[config.mk]
export PLATFORM = sky130hd
export DESIGN_NAME = ips_replicator
export DESIGN_NICKNAME = d
export VERILOG_FILES = /design/src/design/ips_pkg.sv /design/src/design/ips_replicator.sv
export SDC_FILE = /design/constraint.sdc
export NUM_CORES = 1
export LEC_CHECK = 0
export ABC_AREA = 0
export BUFFER_PORTS_ARGS = -buffer_cell sky130_fd_sc_hd__buf_2
export CAP_MARGIN = 20
export CORE_ASPECT_RATIO = 0.75
export CORE_MARGIN = 4
export CORE_UTILIZATION = 54
export DETAILED_ROUTE_END_ITERATION = 8
export PLACE_DENSITY = 0.82
export RECOVER_POWER = 100
export SLEW_MARGIN = 20
export SYNTH_ARGS = -nofsm -noshare
export SYNTH_HDL_FRONTEND = slang
export SYNTH_SLANG_ARGS = --single-unit
[constraint.sdc]
create_clock -name clock -period 4.42 [get_ports clock]
set_clock_uncertainty 0.05 [all_clocks]
set_input_delay 0.663 -clock clock [delete_from_list [all_inputs] [get_ports clock]]
set_output_delay 0.663 -clock clock [all_outputs]
set_load 0.05 [all_outputs]
[src/design/ips_pkg.sv]
package ips_pkg;

   localparam int SOURCE_WIDTH_DEF  = 320;
   localparam int SOURCE_HEIGHT_DEF = 200;
   localparam int MAX_SCALE_DEF     = 8;

   localparam int BYTES_PER_PIXEL = 4;
   localparam int BPP_SHIFT       = 2;

   localparam int ADDR_W   = 25;
   localparam int WORD_W   = 24;
   localparam int CHAN_W   = 8;
   localparam int INDEX_W  = 8;
   localparam int TABLE_DEPTH = 256;
   localparam int SW_W     = 13;
   localparam int SCALE_W  = 4;
   localparam int REP_W    = 3;
   localparam int CSR_ADDR_W = 3;
   localparam int CSR_DATA_W = 32;

   localparam logic [SW_W-1:0]    SCREEN_WIDTH_RESET = SW_W'(320);
   localparam logic [SCALE_W-1:0] SCALE_RESET        = SCALE_W'(1);

   localparam logic CSR_SCREEN_WIDTH = 1'b0;
   localparam logic CSR_SCALE        = 1'b1;

   typedef enum logic [1:0] {
      KIND_GAMMA   = 2'd0,
      KIND_PALETTE = 2'd1,
      KIND_PIXEL   = 2'd2,
      KIND_FRAME   = 2'd3
   } kind_type;

   typedef struct packed {
      kind_type           kind;
      logic [INDEX_W-1:0] entry_index;
      logic [CHAN_W-1:0]  gamma_value;
      logic [CHAN_W-1:0]  raw_red;
      logic [CHAN_W-1:0]  raw_green;
      logic [CHAN_W-1:0]  raw_blue;
   } req_type;

   typedef struct packed {
      logic [ADDR_W-1:0] byte_address;
      logic [WORD_W-1:0] pixel_word;
      logic              run_last;
   } rsp_type;

   typedef struct packed {
      logic [ADDR_W-1:0] start_addr;
      logic [WORD_W-1:0] word;
   } rep_load_type;

endpackage

[src/design/ips_replicator.sv]
module ips_replicator (
   input  logic                         clock,
   input  logic                         reset,
   input  logic                         load_valid,
   output logic                         load_ready,
   input  ips_pkg::rep_load_type        load,
   input  logic [ips_pkg::SCALE_W-1:0]  s_eff,
   input  logic [ips_pkg::ADDR_W-1:0]   stride,
   output logic                         rsp_valid,
   input  logic                         rsp_ready,
   output ips_pkg::rsp_type             rsp_payload
);

   import ips_pkg::*;

   logic              vld_ff, vld_in;
   logic [REP_W-1:0]  rr_ff, rr_in;
   logic [REP_W-1:0]  cc_ff, cc_in;
   logic [ADDR_W-1:0] addr_ff, addr_in;
   logic [ADDR_W-1:0] row_ff, row_in;
   logic [WORD_W-1:0] word_ff, word_in;
   logic [REP_W-1:0]  last_idx;
   logic              last;

   assign last_idx   = REP_W'(s_eff - SCALE_W'(1));
   assign last       = (rr_ff == last_idx) && (cc_ff == last_idx);
   assign load_ready = !vld_ff || (rsp_ready && last);

   always_comb begin
      vld_in  = vld_ff;
      rr_in   = rr_ff;
      cc_in   = cc_ff;
      addr_in = addr_ff;
      row_in  = row_ff;
      word_in = word_ff;
      if (vld_ff && rsp_ready) begin
         if (last) begin
            vld_in = 1'b0;
         end else if (cc_ff == last_idx) begin
            cc_in   = '0;
            rr_in   = rr_ff + REP_W'(1);
            row_in  = row_ff + stride;
            addr_in = row_ff + stride;
         end else begin
            cc_in   = cc_ff + REP_W'(1);
            addr_in = addr_ff + ADDR_W'(BYTES_PER_PIXEL);
         end
      end
      if (load_valid && load_ready) begin
         vld_in  = 1'b1;
         rr_in   = '0;
         cc_in   = '0;
         addr_in = load.start_addr;
         row_in  = load.start_addr;
         word_in = load.word;
      end
   end

   always_ff @(posedge clock) begin
      if (reset) begin
         vld_ff <= 1'b0;
      end else begin
         vld_ff <= vld_in;
      end
   end

   always_ff @(posedge clock) begin
      rr_ff   <= rr_in;
      cc_ff   <= cc_in;
      addr_ff <= addr_in;
      row_ff  <= row_in;
      word_ff <= word_in;
   end

   assign rsp_valid                = vld_ff;
   assign rsp_payload.byte_address = addr_ff;
   assign rsp_payload.pixel_word   = word_ff;
   assign rsp_payload.run_last     = last;

endmodule

# After elaboration in Yosys (flattened, before gate mapping)
# Index checks and enable logic that the tools add are counted.
# totals
regBits	81
input_bits	82
wordCells	41
# classes
addsub	5
n_eq_ne	3
muxes	12
n_bitwise	1
n_reduce_logical	14
# op_table
operator	count
$mux W25	8
$add A25 B25 Y25	1
$add A25 B3 Y25 const B	1
$add A3 B1 Y3 const B	2
$eq A3 B3 Y1	2
$reduce_and A2 Y1	3
$reduce_and A3 Y1	2
$reduce_bool A2 Y1	3
$logic_and A1 B1 Y1	4
$mux W1	3
$mux W3	1
$sub A3 B1 Y3 const B	1
$ne A2 B1 Y1 const B	1
$logic_not A1 Y1	1
$logic_or A1 B1 Y1	1
$not A1 Y1	1

# Longest topological paths before layout
# Gate-level depths: netlist of run 1.
# logic_depth
ltp_word	8
ltp_mapped	11

# Worst setup path before layout of run 1
# OpenSTA, ideal clock, no wires.
# synth_path
path_type	input to register
start	input port s_eff[0] (netlist bit)
end	register addr_ff[0] (enable)
arrival_ns	3.244
slack_ns	0.703
path_stages	7
n_path_buf	1
path_cell_list	inv_1 -> ha_1 -> nand2b_1 -> a221oi_2 -> buf_2 -> a31oi_1 -> o22ai_1
# synth_between
elab_chain_len	8
# synth_lines
item	line	text
start: declaration	ips_replicator.sv:7	input logic [ips_pkg::SCALE_W-1:0] s_eff,
$sub A3 B1 Y3 *	ips_replicator.sv:25	assign last_idx = REP_W'(s_eff - SCALE_W'(1));
$eq A3 B3 Y1	ips_replicator.sv:26	assign last = (rr_ff == last_idx) && (cc_ff == last_idx);
$logic_and A1 B1 Y1 *	ips_replicator.sv:26	
$logic_and A1 B1 Y1	ips_replicator.sv:27	assign load_ready = !vld_ff || (rsp_ready && last);
$logic_or A1 B1 Y1	ips_replicator.sv:27	
$logic_and A1 B1 Y1	ips_replicator.sv:49	if (load_valid && load_ready) begin
$ne A2 B1 Y1 (no source line) or $reduce_bool A2 Y1 (tied branches)	n/a	
$reduce_and A2 Y1 (no source line) *	n/a	
end signal: assignment	ips_replicator.sv:70	addr_ff <= addr_in;
end: declaration	ips_replicator.sv:19	logic [ADDR_W-1:0] addr_ff, addr_in;
# Every way passes the cells marked *; elsewhere a longest branch is shown, timed or not.
# A chain may end at the register's enable or synchronous reset.

# Final worst setup path of run 1
# layout_path
start	input port s_eff[0] (netlist bit)
end	register addr_ff[21] (data pin)
# layout_between
elab_chain_len	7
# layout_lines
item	line
$sub A3 B1 Y3 *	ips_replicator.sv:25
parallel branches: the longest is 5 deep, another holds $mux W25	n/a
$mux W25 *	ips_replicator.sv:49
named net addr_in[21]	ips_replicator.sv:19
# Mark *: on every way through the listed nets, which the timed path passes. The select of a mux whose other input is x is not followed.

==> results of run 1 <==
cells by family (layout without fill, tap and decap cells):
group	Yosys count	count (layout)	share of synthesized area (%)
flip-flops	81	81	44.2
multiplexers	8	8	1.52
XOR/XNOR	48	48	8.01
AND/OR/NAND/NOR	188	188	16.6
adder cells (fa/ha/maj)	29	29	6.93
buffers and inverters	41	167	3.70
AO/OA/AOI/OAI	148	148	19.1
layout make-up:
cell class	count	area share [%]
tap	132	2.63
clock buffer	9	3.58
sequential	81	37.6
clock inverter	7	1.87
timing repair buffer	137	9.93
inverter	14	0.836
multi-input combinational	421	43.6
sequential cells by signal, summed over array words and instances, names as in the netlist:
register	count
row_ff	25
rsp_valid	1
cc_ff	3
rr_ff	3
word_ff	24
addr_ff	25
how the worst max path moves through the flow:
| stage | from | to | slack [ps] | cells past startpoint |
|---|---|---|---|---|
| after detailed placement | s_eff[0] | addr_ff[21] | 940 | 10 |
| after global routing | s_eff[0] | row_ff[13] | 570 | 10 |
| after floorplan | s_eff[0] | addr_ff[0] | 700 | 7 |
| after global placement | s_eff[0] | addr_ff[21] | 1070 | 10 |
| final | s_eff[0] | addr_ff[21] | 780 | 10 |
| after CTS | s_eff[0] | addr_ff[21] | 1290 | 10 |
report_power, final:
group | switching [W] | internal (W)
Combinational | 0.000732 | 0.000352
Clock | 0.000310 | 0.000553
Sequential | 0.0000764 | 0.000980
Total | 0.00112 | 0.00188
layer usage:
| layer | up-vias | track usage, % | share of wire (%) |
|---|---|---|---|
| met4 | 0 | 8.85 | 1.4 |
| li1 | 2244 | - | - |
| met5 | - | 0 | 0 |
| met3 | 18 | 6.44 | 11 |
| met1 | 2246 | 34.1 | 41 |
| met2 | 227 | 38.2 | 47 |
stage by stage:
step                      std cells  area [µm²]  utilization, %  hold WS (ps)  power (W)
after global routing            801        6290            65.1           423    0.00315
after floorplan                 543        5350               -           416    0.00189
after CTS                       801        6420            66.4           416    0.00302
final                           801        6290            65.1           426    0.00300
after detailed placement        785        6070            62.9           454    0.00215
after global placement          785        6070            62.9           433    0.00213
Yosys cell counts, types with 3 or more instances:
| master | instances |
|---|---|
| a211oi_1 | 7 |
| a21o_1 | 12 |
| a21oi_1 | 48 |
| a31oi_1 | 6 |
| and3_1 | 9 |
| and4_1 | 3 |
| buf_2 | 11 |
| buf_4 | 4 |
| clkbuf_1 | 10 |
| dfxtp_1 | 7 |
| edfxtp_1 | 74 |
| ha_1 | 28 |
| inv_1 | 13 |
| mux2i_1 | 7 |
| nand2_1 | 75 |
| nand2b_1 | 8 |
| nand3_1 | 17 |
| nand4_1 | 8 |
| nor2_1 | 44 |
| nor3_1 | 8 |
| nor4_1 | 3 |
| o211ai_1 | 6 |
| o211ai_2 | 3 |
| o21a_1 | 3 |
| o21ai_0 | 29 |
| o21ai_1 | 3 |
| xnor2_1 | 25 |
| xor2_1 | 22 |
critical path, stage by stage:
cell      delay (ps)
clkbuf_1         120
inv_1             60
ha_1             200
xnor2_1          270
mux2i_1          150
a41oi_1          280
nand2b_4         470
inv_1            620
or4_1            710
o211a_1          130
==> results by group, run 1 <==
Yosys
  – Share of the synthesized area in the top cell type: 41.6%
  – Post-Syn Instances: roughly 540
  – Yosys warnings: 0
  – FFs w/ async S/R, synth: 0%
  – Post-synth cell types: 67
  – Register area share after synthesis: 44.2%
  – Synth Register Bits: around 80
  – Most area-consuming cells after synthesis: edfxtp_1, ha_1, nand2_1
  – Syn Nets: about 650
  – Synth Flop Type: edfxtp_1
  – Post-synth EDFFs: 74
  – Synthesized area: roughly 0.0053 mm²
  – Dominant cell type by area after synthesis: edfxtp_1
  – Synth Area per Inst: 9.84 µm²

Detailed routing
  – Via count: 4735
  – # DRC: 0
  – Drt total wl: around 14 mm
  – Vias per cell: about 5.9
  – Starting DRC count in detailed routing: approximately 560
  – First-pass DRT Iterations: 5
  – Routed Antenna Nets: 0
  – Routed wire per std cell: about 18 µm

Cells and area
  – Sequential cell area: ~0.0024 mm²
  – Layout cells sized above 1: between 10% and 20%
  – Filler cells: 790
  – Commonest non-fill, non-tap cell in the layout: buf_2
  – Multi-input gate area: roughly 0.0027 mm²
  – Layout area overhead: 17.6%
  – Most frequent cells in the layout: buf_2, nand2_1, edfxtp_1, clkbuf_1, a21oi_1
  – Final net count: 775
  – Antenna diodes: 0

Die
  – Die Y: 94.2 µm
  – Initial Util: 55.3%
  – # rows: 31
  – Die W: between 100 and 150 µm
  – I/O pin cnt: around 130
  – Die Area: around 0.012 mm²
  – Core ar.: 0.00966 mm²

Placement
  – Dpl hpwl: approximately 10 mm
  – Place WS: roughly 940 ps
  – Global placer's final weighted congestion: approximately 0.95
  – I/O Buffers: 132

Worst hold path
  – Hold Crit Class: input port to register
  – WHS Endpoint: rsp_valid
  – Hold path depth: 2
  – Hold Path Origin: reset

Timing
  – Max_slew headroom: less than 1%
  – Final hold violations: 0
  – RSZ-0062 raised after global routing: no
  – Worst Tran Pin Value: around 1500 ps
  – Tmin final: 3640 ps
  – Fmax: between 200 and 300 MHz
  – Final WS setup: approximately 780 ps
  – Setup TNS: 0 ps
  – Period utilization: 82.3%
  – Final setup vio count: 0
  – Max Slew Vio Count: 0

Clocking
  – CTS buffer count: 9
  – Clock tree from TritonCTS: built
  – CTS sink count: 81
  – Clk Latency, worst-skew pair: roughly 340 ps
  – Post-CTS Setup Bufs: 0
  – Resized Gates After CTS: 0
  – CTS Buffer Depth: 2
  – Clock Pin Slew Worst Setup and Hold Paths: roughly 60 ps
  – CTS Hold Buffers Added: 0
  – Clock Tree Root: clkbuf_16
  – H-tree Lvls: 3

Pwr
  – Pwr/cell area: around 480 mW/mm²
  – Static leakage: around 2.5 nW
  – Peak supply drop: approximately 0.00027 V

Global routing
  – Largest net degree at the start of global routing: 42
  – Antenna violations before repair: 0
  – Vias in the first global route: 4524
  – Grt ovf: 0
  – First-pass GRT wire length: 22.3 mm
  – GRT Overall Usage: roughly a quarter

Worst setup path
  – Critical path class: input port to register
  – WP data required: roughly 4500 ps
  – CP Capture Type: register
  – Reg2Reg Depth: 7
  – Worst reg2reg path startpoint: cc_ff[0]
  – R2r setup slk: between 1000 and 1500 ps
  – Startpoint types: input port
  – Reg-to-reg endpoint: addr_ff[21]
  – Data arrival, critical path: around 3700 ps
  – Worst Path Max Fanout: ~40

Run status
  – Failing checks: capacitance limit
  – Outcome: complete, but fails checks

Run
  – Total of max-cap violations: 1
Note: power is estimated with default switching activity, not from simulation.
==> run 2: changes to the inputs <==
- clock period: 4.42 -> 3.5 ns (I/O delays scaled with it)
==> results by group, run 2 (same netlist as run 1, synthesis figures left out) <==
Run status
  – Outcome: completed

Clocking
  – H-tree Lvls: 3
  – Clock Tree Root: clkbuf_16
  – Resized Gates After CTS: 0
  – CTS sink count: 81
  – CTS Buffer Depth: 2
  – Clk Latency, worst-skew pair: roughly 340 ps
  – CTS buffer count: 9
  – Post-CTS Setup Bufs: 0
  – Clock Pin Slew Worst Setup and Hold Paths: roughly 60 ps
  – Clock tree from TritonCTS: built
  – CTS Hold Buffers Added: 0

Global routing
  – GRT Overall Usage: roughly a quarter
  – First-pass GRT wire length: approximately 22 mm
  – Largest net degree at the start of global routing: 41
  – Grt ovf: 0
  – Vias in the first global route: about 4500
  – Antenna violations before repair: 0

Placement
  – Dpl hpwl: 10.4 mm
  – I/O Buffers: 132
  – Global placer's final weighted congestion: 0.964

Cells and area
  – Final net count: 777
  – Fin util: between 60% and 70%
  – Antenna diodes: 0
  – Regs by FF count: addr_ff: 25 flops, row_ff: 25 flops, word_ff: 24 flops
  – Layout area overhead: 17.4%
  – Commonest non-fill, non-tap cell in the layout: buf_2
  – Most frequent cells in the layout: buf_2, nand2_1, edfxtp_1, clkbuf_1, a21oi_1
  – Layout cells sized above 1: 18.3%

Worst setup path
  – CP bufs+invs: 1
  – CP Capture Type: register
  – Crit path max-delay family: compound AO/OA/AOI/OAI gates
  – CP max-delay cell: o211ai_1
  – Startpoint types: register
  – Critical path's largest stage delay: between 500 and 600 ps
  – Data arrival, critical path: 3100 ps
  – CP cell instances: ha_1 > inv_1 > fa_1 > nand2b_1 > a21o_1 > a31o_2 > o211ai_1 > a31oi_1 > xor2_1 > a211oi_1
  – Worst Path Max Fanout: 8
  – WP data required: around 3500 ps
  – Critical path class: register to register

Run
  – Total of max-cap violations: 0

Worst hold path
  – Hold Crit Class: input port to register

Timing
  – Fmax: ~320 MHz
  – RSZ-0062 raised after global routing: no
  – Worst Tran Pin Value: 855 ps
  – Setup TNS: 0 ps
  – Max Slew Vio Count: 0
  – Final hold violations: 0
  – Period utilization: around nine tenths
  – Tmin final: a little over 3000 ps
  – Max_slew headroom: a little over two fifths
  – Final setup vio count: 0
  – Worst Hold Margin: 289 ps

Pwr
  – Peak supply drop: 0.000245 V
  – Pwr/cell area: 578 mW/mm²
  – Static leakage: ~2.5 nW

Die
  – Die Y: approximately 94 µm
  – # rows: 31
  – Die W: roughly 120 µm
  – Initial Util: a little under three fifths
  – Core ar.: 0.00966 mm²
  – Die Area: 0.0116 mm²
  – I/O pin cnt: 134

Detailed routing
  – Routed wire per std cell: between 15 and 20 µm
  – Starting DRC count in detailed routing: 447
  – Routed Antenna Nets: 0
  – First-pass DRT Iterations: 5
  – Drt total wl: 14.0 mm
  – # DRC: 0
  – Via count: about 4600
  – Vias per cell: 5.78
==> run 2: final timing paths <==
kind / start / endpoint / slack (ps) / cells past startpoint
max reg2reg: row_ff[0] / addr_ff[16] / 420 / 10
max: row_ff[0] / addr_ff[16] / 420 / 10
min: reset / rsp_valid / 290 / 2
min reg2reg: rr_ff[1] / rr_ff[1] / 460 / 2
==> run 2: cell type report <==
class / count / area [µm²]
Tap cell: 132 / 165
Multi-Input combinational cell: 421 / 2770
Timing Repair Buffer: 139 / 637
Sequential cell: 81 / 2360
Clock buffer: 11 / 253
Fill cell: 795 / 3380
Inverter: 14 / 52.6
Clock inverter: 5 / 37.5
==> run 2: metal layers <==
| layer | global-route usage, % | wire length, µm |
|---|---|---|
| met2 | 37.5 | 6440 |
| met5 | 0 | 0 |
| met1 | 34.7 | 6110 |
| met4 | 8.11 | 252 |
| met3 | 5.30 | 1220 |
==> run 2: stage by stage <==
step                      total power, W  cell area (µm²)  std cells  setup slack [ps]
after floorplan                  0.00239             5350        543               486
after global placement           0.00268             6090        787               397
after detailed placement         0.00272             6090        787               327
after CTS                        0.00364             6380        803               606
after global routing             0.00381             6270        803               206
final                            0.00362             6270        803               415
==> run 2: worst register-to-register path: cells and delay by family, from the launching register on <==
kind                     cells  cell delay (ps)
AO/OA/AOI/OAI                5             1330
XOR/XNOR                     1              270
adder cells (fa/ha/maj)      2              590
buffers and inverters        1               70
AND/OR/NAND/NOR              1              190
flip-flops                   1              330
==> run 2: where the power goes <==
| part | internal (W) | switching [W] | leakage, nW |
|---|---|---|---|
| Sequential | 0.00124 | 0.0000925 | 0.773 |
| Clock | 0.000522 | 0.000388 | 0.138 |
| Combinational | 0.000450 | 0.000933 | 1.60 |
